File: config.mk
export PLATFORM = sky130hd
export DESIGN_NAME = ogg_page_length_walker
export DESIGN_NICKNAME = d
export VERILOG_FILES = /design/src/rtl/opw_pkg.sv /design/src/rtl/opw_core.sv /design/src/rtl/ogg_page_length_walker.sv
export SDC_FILE = /design/constraint.sdc
export NUM_CORES = 1
export LEC_CHECK = 0
export BUFFER_PORTS_ARGS = -buffer_cell sky130_fd_sc_hd__buf_4
export CAP_MARGIN = 20
export CELL_PAD_IN_SITES_DETAIL_PLACEMENT = 1
export CELL_PAD_IN_SITES_GLOBAL_PLACEMENT = 2
export CORE_ASPECT_RATIO = 1.5
export CORE_MARGIN = 2
export CORE_UTILIZATION = 40
export DETAILED_ROUTE_END_ITERATION = 12
export MAX_ROUTING_LAYER = met4
export PLACE_DENSITY = 0.9
export SYNTH_ARGS = -nofsm -noshare
export SYNTH_HDL_FRONTEND = slang
export SYNTH_HIERARCHICAL = 1
export SYNTH_SLANG_ARGS = --single-unit
File: constraint.sdc
create_clock -name clock -period 19.2 [get_ports clock]
set_input_delay 3.84 -clock clock [delete_from_list [all_inputs] [get_ports clock]]
set_output_delay 3.84 -clock clock [all_outputs]
set_load 0.005 [all_outputs]
File: src/rtl/opw_pkg.sv
package opw_pkg;

   localparam int TOTAL_BITS = 40;
   localparam int OUT_BITS   = 40;
   localparam int PAGE_BITS  = 16;
   localparam int ACC_BITS   = 17;
   localparam int BODY_BITS  = 16;
   localparam int WIDE_BITS  = 64;

   localparam int REQ_DATA_W = 8;
   localparam int RSP_DATA_W = ((PAGE_BITS + OUT_BITS + 7) / 8) * 8;

   localparam logic [OUT_BITS-1:0] OUT_MAX = '1;

   localparam logic [1:0] PH_HEADER = 2'd0;
   localparam logic [1:0] PH_SEGS   = 2'd1;
   localparam logic [1:0] PH_BODY   = 2'd2;

   localparam logic [4:0] CAPTURE_LEN  = 5'd5;
   localparam logic [4:0] SEG_COUNT_AT = 5'd26;
   localparam logic [ACC_BITS-1:0] HDR_LEN = 17'd27;

   localparam logic STATUS_PAGE = 1'b0;
   localparam logic STATUS_STOP = 1'b1;

   typedef struct packed {
      logic                 status;
      logic [PAGE_BITS-1:0] page_len;
      logic [OUT_BITS-1:0]  total_size;
   } opw_result_type;

   // Capture pattern "OggS" followed by structure version zero.
   function automatic logic [7:0] capture_byte(input logic [2:0] idx);
      logic [7:0] val;
      unique case (idx)
         3'd0:    val = 8'h4F;
         3'd1:    val = 8'h67;
         3'd2:    val = 8'h67;
         3'd3:    val = 8'h53;
         default: val = 8'h00;
      endcase
      return val;
   endfunction

   function automatic logic [OUT_BITS-1:0] out_total(input logic [TOTAL_BITS-1:0] t);
      logic [WIDE_BITS-1:0] wide;
      wide = WIDE_BITS'(t);
      return (wide > WIDE_BITS'(OUT_MAX)) ? OUT_MAX : wide[OUT_BITS-1:0];
   endfunction

endpackage

File: src/rtl/opw_core.sv
module opw_core
   import opw_pkg::*;
(
   input  logic           clock,
   input  logic           reset,
   input  logic           step_en,
   input  logic [7:0]     data_byte,
   input  logic           new_file,
   output logic           emit,
   output opw_result_type result
);

   logic [1:0]            phase_ff,  phase_in;
   logic [4:0]            idx_ff,    idx_in;
   logic [7:0]            segs_ff,   segs_in;
   logic [ACC_BITS-1:0]   acc_ff,    acc_in;
   logic [BODY_BITS-1:0]  body_ff,   body_in;
   logic [TOTAL_BITS-1:0] total_ff,  total_in;
   logic                  stopped_ff, stopped_in;

   logic [1:0]            phase_e;
   logic [4:0]            idx_e, hidx;
   logic [7:0]            segs_e, seg_dec;
   logic [ACC_BITS-1:0]   acc_e, acc_add, acc_fin;
   logic [BODY_BITS-1:0]  body_e, body_add, body_dec;
   logic [TOTAL_BITS-1:0] total_e, total_sat;
   logic [TOTAL_BITS:0]   total_sum;
   logic                  stopped_e, finish;

   always_comb begin
      // A new file clears the walker before this byte is looked at.
      phase_e   = new_file ? PH_HEADER : phase_ff;
      idx_e     = new_file ? 5'd0 : idx_ff;
      segs_e    = new_file ? 8'd0 : segs_ff;
      acc_e     = new_file ? '0 : acc_ff;
      body_e    = new_file ? '0 : body_ff;
      total_e   = new_file ? '0 : total_ff;
      stopped_e = new_file ? 1'b0 : stopped_ff;

      seg_dec  = segs_e - 8'd1;
      acc_add  = acc_e + ACC_BITS'(data_byte);
      body_add = body_e + BODY_BITS'(data_byte);
      body_dec = body_e - BODY_BITS'(1);
      hidx     = (phase_e == PH_HEADER) ? idx_e : 5'd0;

      phase_in   = phase_e;
      idx_in     = idx_e;
      segs_in    = segs_e;
      acc_in     = acc_e;
      body_in    = body_e;
      stopped_in = stopped_e;
      acc_fin    = acc_e;
      finish     = 1'b0;
      emit       = 1'b0;
      result.status   = STATUS_PAGE;
      result.page_len = '0;

      if (!stopped_e) begin
         unique case (phase_e)
            PH_SEGS: begin
               acc_in  = acc_add;
               body_in = body_add;
               segs_in = seg_dec;
               if (seg_dec == 8'd0) begin
                  if (body_add == '0) begin
                     finish  = 1'b1;
                     acc_fin = acc_add;
                  end else begin
                     phase_in = PH_BODY;
                  end
               end
            end
            PH_BODY: begin
               body_in = body_dec;
               if (body_dec == '0) begin
                  finish = 1'b1;
               end
            end
            default: begin
               // The unused phase code behaves as the start of a header.
               phase_in = PH_HEADER;
               idx_in   = hidx;
               if (phase_e != PH_HEADER) begin
                  segs_in = 8'd0;
                  acc_in  = '0;
                  body_in = '0;
               end
               if (hidx < CAPTURE_LEN) begin
                  if (data_byte != capture_byte(hidx[2:0])) begin
                     stopped_in = 1'b1;
                     idx_in     = 5'd0;
                     segs_in    = 8'd0;
                     acc_in     = '0;
                     body_in    = '0;
                     emit       = 1'b1;
                     result.status = STATUS_STOP;
                  end else begin
                     idx_in = hidx + 5'd1;
                  end
               end else if (hidx == SEG_COUNT_AT) begin
                  segs_in = data_byte;
                  acc_in  = HDR_LEN + ACC_BITS'(data_byte);
                  body_in = '0;
                  idx_in  = 5'd0;
                  if (data_byte == 8'd0) begin
                     finish  = 1'b1;
                     acc_fin = HDR_LEN;
                  end else begin
                     phase_in = PH_SEGS;
                  end
               end else begin
                  idx_in = hidx + 5'd1;
               end
            end
         endcase
      end

      total_sum = {1'b0, total_e} + (TOTAL_BITS + 1)'(acc_fin);
      total_sat = total_sum[TOTAL_BITS] ? '1 : total_sum[TOTAL_BITS-1:0];
      total_in  = total_e;

      if (finish) begin
         emit     = 1'b1;
         total_in = total_sat;
         result.page_len = acc_fin[PAGE_BITS-1:0];
         phase_in = PH_HEADER;
         idx_in   = 5'd0;
         segs_in  = 8'd0;
         acc_in   = '0;
         body_in  = '0;
      end

      result.total_size = out_total(total_in);
   end

   always_ff @(posedge clock) begin
      if (reset) begin
         phase_ff   <= PH_HEADER;
         idx_ff     <= 5'd0;
         segs_ff    <= 8'd0;
         acc_ff     <= '0;
         body_ff    <= '0;
         total_ff   <= '0;
         stopped_ff <= 1'b0;
      end else if (step_en) begin
         phase_ff   <= phase_in;
         idx_ff     <= idx_in;
         segs_ff    <= segs_in;
         acc_ff     <= acc_in;
         body_ff    <= body_in;
         total_ff   <= total_in;
         stopped_ff <= stopped_in;
      end
   end

endmodule

File: src/rtl/ogg_page_length_walker.sv
// Ogg page length walker.
// The request channel carries one stream byte per beat in req_tdata; req_tuser set on a
// beat clears the walker, the running total and the stop latch, and that byte becomes
// offset 0 of a page. The response channel gives one beat for each completed page
// (rsp_tuser low, page size and running total in rsp_tdata) and one beat when the
// capture pattern does not match (rsp_tuser high, page size zero); after a stop, bytes
// are swallowed silently until a beat with req_tuser set.
// One byte is taken every cycle while the request side does not stall. A byte waits in
// an input register until the walker logic does its page step on it, and a response
// then waits in the registered output. The byte-wise counter update
// in the walker sets the rate of one byte per cycle.
// A synchronous reset empties both registers and puts the walker at the start of a
// page with a zero total. When the receiver stalls, a response waits in the output
// register; the input register keeps moving on bytes that give no response, and the
// request side stalls only when a byte that does give one meets a full output.
module ogg_page_length_walker
   import opw_pkg::*;
(
   input  logic                  clock,
   input  logic                  reset,
   input  logic                  req_tvalid,
   output logic                  req_tready,
   input  logic [REQ_DATA_W-1:0] req_tdata,  // [7:0] data_byte
   input  logic                  req_tuser,  // [0] new_file
   output logic                  rsp_tvalid,
   input  logic                  rsp_tready,
   output logic [RSP_DATA_W-1:0] rsp_tdata,  // [15:0] page_len, [55:16] total_size
   output logic                  rsp_tuser   // [0] status
);

   logic                  in_valid_ff;
   logic [7:0]            in_byte_ff;
   logic                  in_new_ff;
   logic                  step;
   logic                  emit;
   logic                  out_free;
   opw_result_type        result;
   logic                  rsp_valid_ff;
   logic [RSP_DATA_W-1:0] rsp_data_ff;
   logic                  rsp_user_ff;

   opw_core u_core (
      .clock     (clock),
      .reset     (reset),
      .step_en   (step),
      .data_byte (in_byte_ff),
      .new_file  (in_new_ff),
      .emit      (emit),
      .result    (result)
   );

   assign out_free   = !rsp_valid_ff || rsp_tready;
   assign step       = in_valid_ff && (!emit || out_free);
   assign req_tready = !in_valid_ff || step;

   always_ff @(posedge clock) begin
      if (reset) begin
         in_valid_ff <= 1'b0;
      end else if (req_tready) begin
         in_valid_ff <= req_tvalid;
      end
   end

   always_ff @(posedge clock) begin
      if (req_tready && req_tvalid) begin
         in_byte_ff <= req_tdata[7:0];
         in_new_ff  <= req_tuser;
      end
   end

   always_ff @(posedge clock) begin
      if (reset) begin
         rsp_valid_ff <= 1'b0;
      end else if (step && emit) begin
         rsp_valid_ff <= 1'b1;
      end else if (rsp_tready) begin
         rsp_valid_ff <= 1'b0;
      end
   end

   always_ff @(posedge clock) begin
      if (step && emit) begin
         rsp_data_ff <= RSP_DATA_W'({result.total_size, result.page_len});
         rsp_user_ff <= result.status;
      end
   end

   assign rsp_tvalid = rsp_valid_ff;
   assign rsp_tdata  = rsp_data_ff;
   assign rsp_tuser  = rsp_user_ff;

endmodule

Word level (Yosys, flattened, before mapping)

Index checks and enable logic that the tools add are counted.

Add/sub/neg operators: 7
$lt $le $gt $ge: 1
Equality and inequality tests: 7
Mux-type cells: 72
Reduce and logical (&&, ||, !) cells: 19

Operators with widths:

| operator              | number |
|---|---|
| $mux 17               | 13 |
| $mux 40               | 3 |
| $mux 16               | 7 |
| $mux 8                | 10 |
| $pmux 17 s2           | 2 |
| $add 40x17->41        | 1 |
| $mux 5                | 8 |
| $logic_not 16->1      | 2 |
| $pmux 16 s2           | 1 |
| $pmux 7 s3            | 1 |
| $add 17x8->17         | 1 |
| $mux 1                | 17 |
| $add 16x8->16         | 1 |
| $logic_not 8->1       | 2 |
| $pmux 8 s2            | 1 |
| $sub 16x1->16 const B | 1 |
| $mux 2                | 7 |
| $add 5x8->9 const A   | 1 |
| $ne 8x8->1            | 1 |
| $sub 8x1->8 const B   | 1 |
| $eq 3x2->1 const B    | 2 |
| $add 5x1->5 const B   | 1 |
| $eq 5x5->1 const B    | 1 |
| $lt 5x3->1 const B    | 1 |
| other kinds (12)      | 20 |

Flip-flop bits (word level): 157
Input port bits: 13
Logic and storage cells: 120

Longest topological paths before layout

Word-level depth: 20
Depth in mapped cells: 37
Gate-level depth less buffers: 28

By module

The synthesis kept the hierarchy.

By module, submodules not included:

| module                 | instances | cells an instance | area an instance (um^2) | sequential area each (um^2) |
|---|---|---|---|---|
| opw_core               | 1         | 1389              | 9643.0                  | 1781.7 |
| ogg_page_length_walker | 1         | 78                | 2085.8                  | 2021.9 |

Least setup slack after synthesis

OpenSTA, ideal clock, no wires.

Path kind: reg-to-output
From: register in_new_ff
To: output port req_tready
Data arrival time: 5000 ps
Data required time: 15360 ps
Slack: 10360 ps
Stages on the path, launching flop included: 22
Path through: edfxtp_1 buf_2 buf_4 buf_6 clkbuf_1 clkbuf_1 clkbuf_1 clkbuf_1 buf_1 nor2b_1 ha_1 o21a_1 o311a_1 mux2i_1 nand2_1 a311oi_1 or4b_1 buf_4 o41ai_4 nor2_1 inv_1 nand4b_2

Word-level cells in the longest chain between the ends: 19
Elaborated cells on any way between the ends: 44
Classes of those cells: add/sub: 3; order compare: 1; eq/ne: 7; mux: 22; reduce/logical: 11

Ends and longest elaborated chain:

| element                                  | line                         | text |
|---|---|---|
| start, declared                          | ogg_page_length_walker.sv:33 | `logic in_new_ff;` |
| start signal, assigned                   | ogg_page_length_walker.sv:67 | `in_new_ff <= req_tuser;` |
| $mux 2                                   | opw_core.sv:32               | `phase_e = new_file ? PH_HEADER : phase_ff;` |
| $logic_not 2->1                          | opw_core.sv:44               | `hidx = (phase_e == PH_HEADER) ? idx_e : 5'd0;` |
| $mux 5                                   | opw_core.sv:44               |  |
| $eq 3x1->1 or $eq 3x2->1 (tied branches) | opw_pkg.sv:35                | `unique case (idx)` |
| $reduce_or 2->1 (no source line)         | --                           |  |
| $pmux 7 s3                               | opw_pkg.sv:35                |  |
| $mux 8                                   | opw_core.sv:88               | `if (hidx < CAPTURE_LEN) begin` |
| $mux 8                                   | opw_core.sv:59               | `unique case (phase_e)` |
| (+4 left out)                            | --                           |  |
| $mux 1                                   | opw_core.sv:59               |  |
| $mux 1                                   | --                           |  |
| $mux 1 (*)                               | opw_core.sv:122              | `if (finish) begin` |
| via emit                                 | ogg_page_length_walker.sv:35 | `logic emit;` |
| $logic_not 1->1 (*)                      | ogg_page_length_walker.sv:53 | `assign step = in_valid_ff && (!emit \|\| out_free);` |
| $logic_or 1x1->1 (*)                     | ogg_page_length_walker.sv:53 |  |
| $logic_and 1x1->1 (*)                    | ogg_page_length_walker.sv:53 |  |
| $logic_or 1x1->1 (*)                     | ogg_page_length_walker.sv:54 | `assign req_tready = !in_valid_ff \|\| step;` |
| end, declared                            | ogg_page_length_walker.sv:22 | `output logic req_tready,` |

Mark *: on every way through the listed nets, which the timed path passes. The rest lies on a longest branch. The select of a mux whose other input is x is not followed.

==> metrics.txt <==
final setup vio count=0; GRT overflow=0; syn_area_per_cell=between 7 and 8 µm²; Syn Inst Count=between 1,000 and 1,500; clock power share=44.5%; DR pass1 iterations=7; first-pass GRT wire length=about 67 mm; clock period minus worst slack=between 10 and 15 ns; syn nets=1,522; Distinct cells, synth=between 80 and 90; Post-synth ARST share=0%; slowest cell on the critical path=nor2b_1; Max-Cap Viols=0; final instance area=~13,000 µm²; CORE AREA=slightly below 30,000 µm²; Setup TNS=0 ns; Vias=11,800; drt initial violations=roughly 800; drc violations=0; PostCTS Resize Cnt=0; vias in the first global route=between 10,000 and 15,000; max-slew violation count=0; initial cell density of the core=around two fifths; Max-slew headroom=33.1%; Post-synth EDFFs=66; most common cell after layout, fill and taps aside=nand2_1; CP endpoint kind=primary output; drt wl/cell=about 23 µm; Critical Path Fanout Max=between 50 and 60; Layout Skew=0.0122 ns; combinational share of power=between 8 and 9%; hold_buf cts=0; post-layout util=45.4%; Worst Tran Pin Value=1.00 ns; Area Growth Syn to Fin=11.6%; Post-Route WL=approximately 42 mm; initial antenna violation count=0; DP Wirelength=slightly below 30 mm; fin nets=around 1,500; Die X=between 100 and 150 µm; outcome=completed; vias per cell=between 6 and 7; Max VDD drop=~0.064 mV; RSZ-0062 raised after global routing=no; Lkg Pwr=slightly below 5 nW; most frequent cells in the layout=nand2_1, nor2_1, a21oi_1, buf_4, o21ai_0; cell internal pwr=0.567 mW; GP Congestion=0.896; dominant cell type by area after synthesis=edfxtp_1; Cell Rows=76; Clock Pin Slew Worst Setup and Hold Paths=approximately 0.070 ns; Hold Vio Cnt, Final=0; Synth top area share=16.9%; Die H=214 µm; Crit Path Category=reg -> out; Num CTS Buffers=17; Antenna Nets Post-Route=0; post-route clock period utilization=between 50% and 60%; CP Launch Type=flip-flop; hold crit path type=reg -> reg; Cell Area, Placed=~12,000 µm²; # IOs=slightly above 70; worst-path cell chain=buf_4, nor2b_1, inv_1, ha_1, nor2b_1, nand2_1, ha_1, or3_1, a21oi_1, o21ai_0, o31ai_1, a32oi_1, and2_1, nor2_1, inv_1, nand4b_2, buf_4; fraction of layout cells with a size suffix above 1=around a tenth; synthesized area=around 12,000 µm²; Synth area leaders=edfxtp_1, dfxtp_1, nand2_1, a21oi_1, ha_1; GRT Util Overall=roughly 29%; Buf/Inv on CP=4; DP Worst Slack=~9.7 ns; CTS Buffer Depth=2; post-CTS setup buffers=0; # port buffers=between 70 and 80; Peak Freq=roughly 0.1 GHz; synth warn=6; n_diodes=0; CTS Sinks=approximately 160; #FFs+latches synth=157; Root Driver=clkbuf_16; switching part of the total=between 20% and 30%; Arr. time, crit path=between 6 and 7 ns; post-synthesis sequential area ratio=between 30 and 40%; Skew-Pair Late Insertion Delay=0.46 ns; Die Area=roughly 30,000 µm²; CP max stage delay=approximately 0.76 ns; largest delay contributor family on the critical path=simple AND/OR/NAND/NOR gates; sequential share of power=between 40% and 50%; NetSw=around 0.21 mW; largest net degree at the start of global routing=roughly 80; PD cells=59.3 nW/µm²; Worst EP required=15.36 ns; CTS HTree Levels=4; most used flip-flop cell after synthesis=dfxtp_1; PnR worst setup slack=slightly above 9 ns; CTS tree=built
==> per-layer routing <==
metal	wire length (µm)	track usage, %	vias up
li1	-	-	5478
met1	17100	31.7	5898
met2	21900	50.8	333
met3	1520	3.84	123
met4	1780	13.7	0
met5	0	-	-
==> cells by family after synthesis <==
kind of cell / synth area share, %
and+or+nand+nor: 24.9
AOI/OAI and AO/OA: 27.2
DFF: 32.4
buffers and inverters: 5.12
xor gates and xnor gates: 4.48
adders and majority gates: 4.61
muxes: 1.21
==> worst paths after layout <==
| check | start | cells after the start | to | slack (ns) |
|---|---|---|---|---|
| max | in_new_ff | 17 | req_tready | 9.16 |
| min reg2reg | u_core/acc_ff[16] | 1 | u_core/acc_ff[16] | 0.47 |
| min | u_core/acc_ff[16] | 1 | u_core/acc_ff[16] | 0.47 |
| max reg2reg | in_new_ff | 28 | u_core/total_ff[39] | 10.13 |
==> metrics by stage <==
step	hold WS (ns)	power, mW	instances
2_1_floorplan	0.428	0.406	1467
3_3_place_gp	0.440	0.436	1842
3_5_place_dp	0.452	0.437	1842
4_1_cts	0.471	0.784	1874
5_1_grt	0.482	0.799	1875
6_report	0.472	0.777	1875
==> Yosys cell counts (9+ instances only) <==
| cell | count |
|---|---|
| nand3_1 | 55 |
| nor4_1 | 14 |
| a22oi_1 | 18 |
| nand2_1 | 162 |
| nand2b_1 | 11 |
| dfxtp_1 | 91 |
| a211oi_1 | 16 |
| o21ai_0 | 94 |
| o211ai_1 | 9 |
| clkbuf_1 | 81 |
| xnor2_1 | 38 |
| xor2_1 | 22 |
| and4_1 | 9 |
| o21a_1 | 14 |
| buf_2 | 17 |
| nor3_1 | 29 |
| nand4_1 | 21 |
| a21o_1 | 19 |
| ha_1 | 40 |
| nor2b_1 | 57 |
| and3_1 | 30 |
| mux2i_1 | 13 |
| edfxtp_1 | 66 |
| or3_1 | 14 |
| and2_1 | 15 |
| a21oi_1 | 115 |
| a31oi_1 | 46 |
| inv_1 | 34 |
| a22o_1 | 34 |
| nor2_1 | 119 |
==> power groups by stage <==
stage               Clock, mW  Sequential [mW]  Combinational [mW]
floorplan                   0            0.369              0.0375
detailed placement          0            0.373              0.0646
global placement            0            0.372              0.0634
finish                  0.346            0.365              0.0655
global route            0.362            0.366              0.0706
CTS                     0.353            0.365              0.0649
==> flip-flops by register name, summed over array words and instances (netlist names) <==
signal	count
u_core/stopped_ff	1
rsp_tdata	56
u_core/acc_ff	17
u_core/body_ff	16
u_core/total_ff	40
in_byte_ff	8
rsp_tvalid	1
u_core/segs_ff	8
in_valid_ff	1
in_new_ff	1
rsp_tuser	1
u_core/idx_ff	5
u_core/phase_ff	2
==> cell type report <==
cell class                 count  area [µm²]
clock buffer                  19         453
clock inverter                13         131
fill                        3488       15700
inverter                      35         131
multi-input combinational   1166        7370
sequential                   157        3800
tap                          390         488
timing repair buffer          95         713
Power figures use the tool's default switching activity.
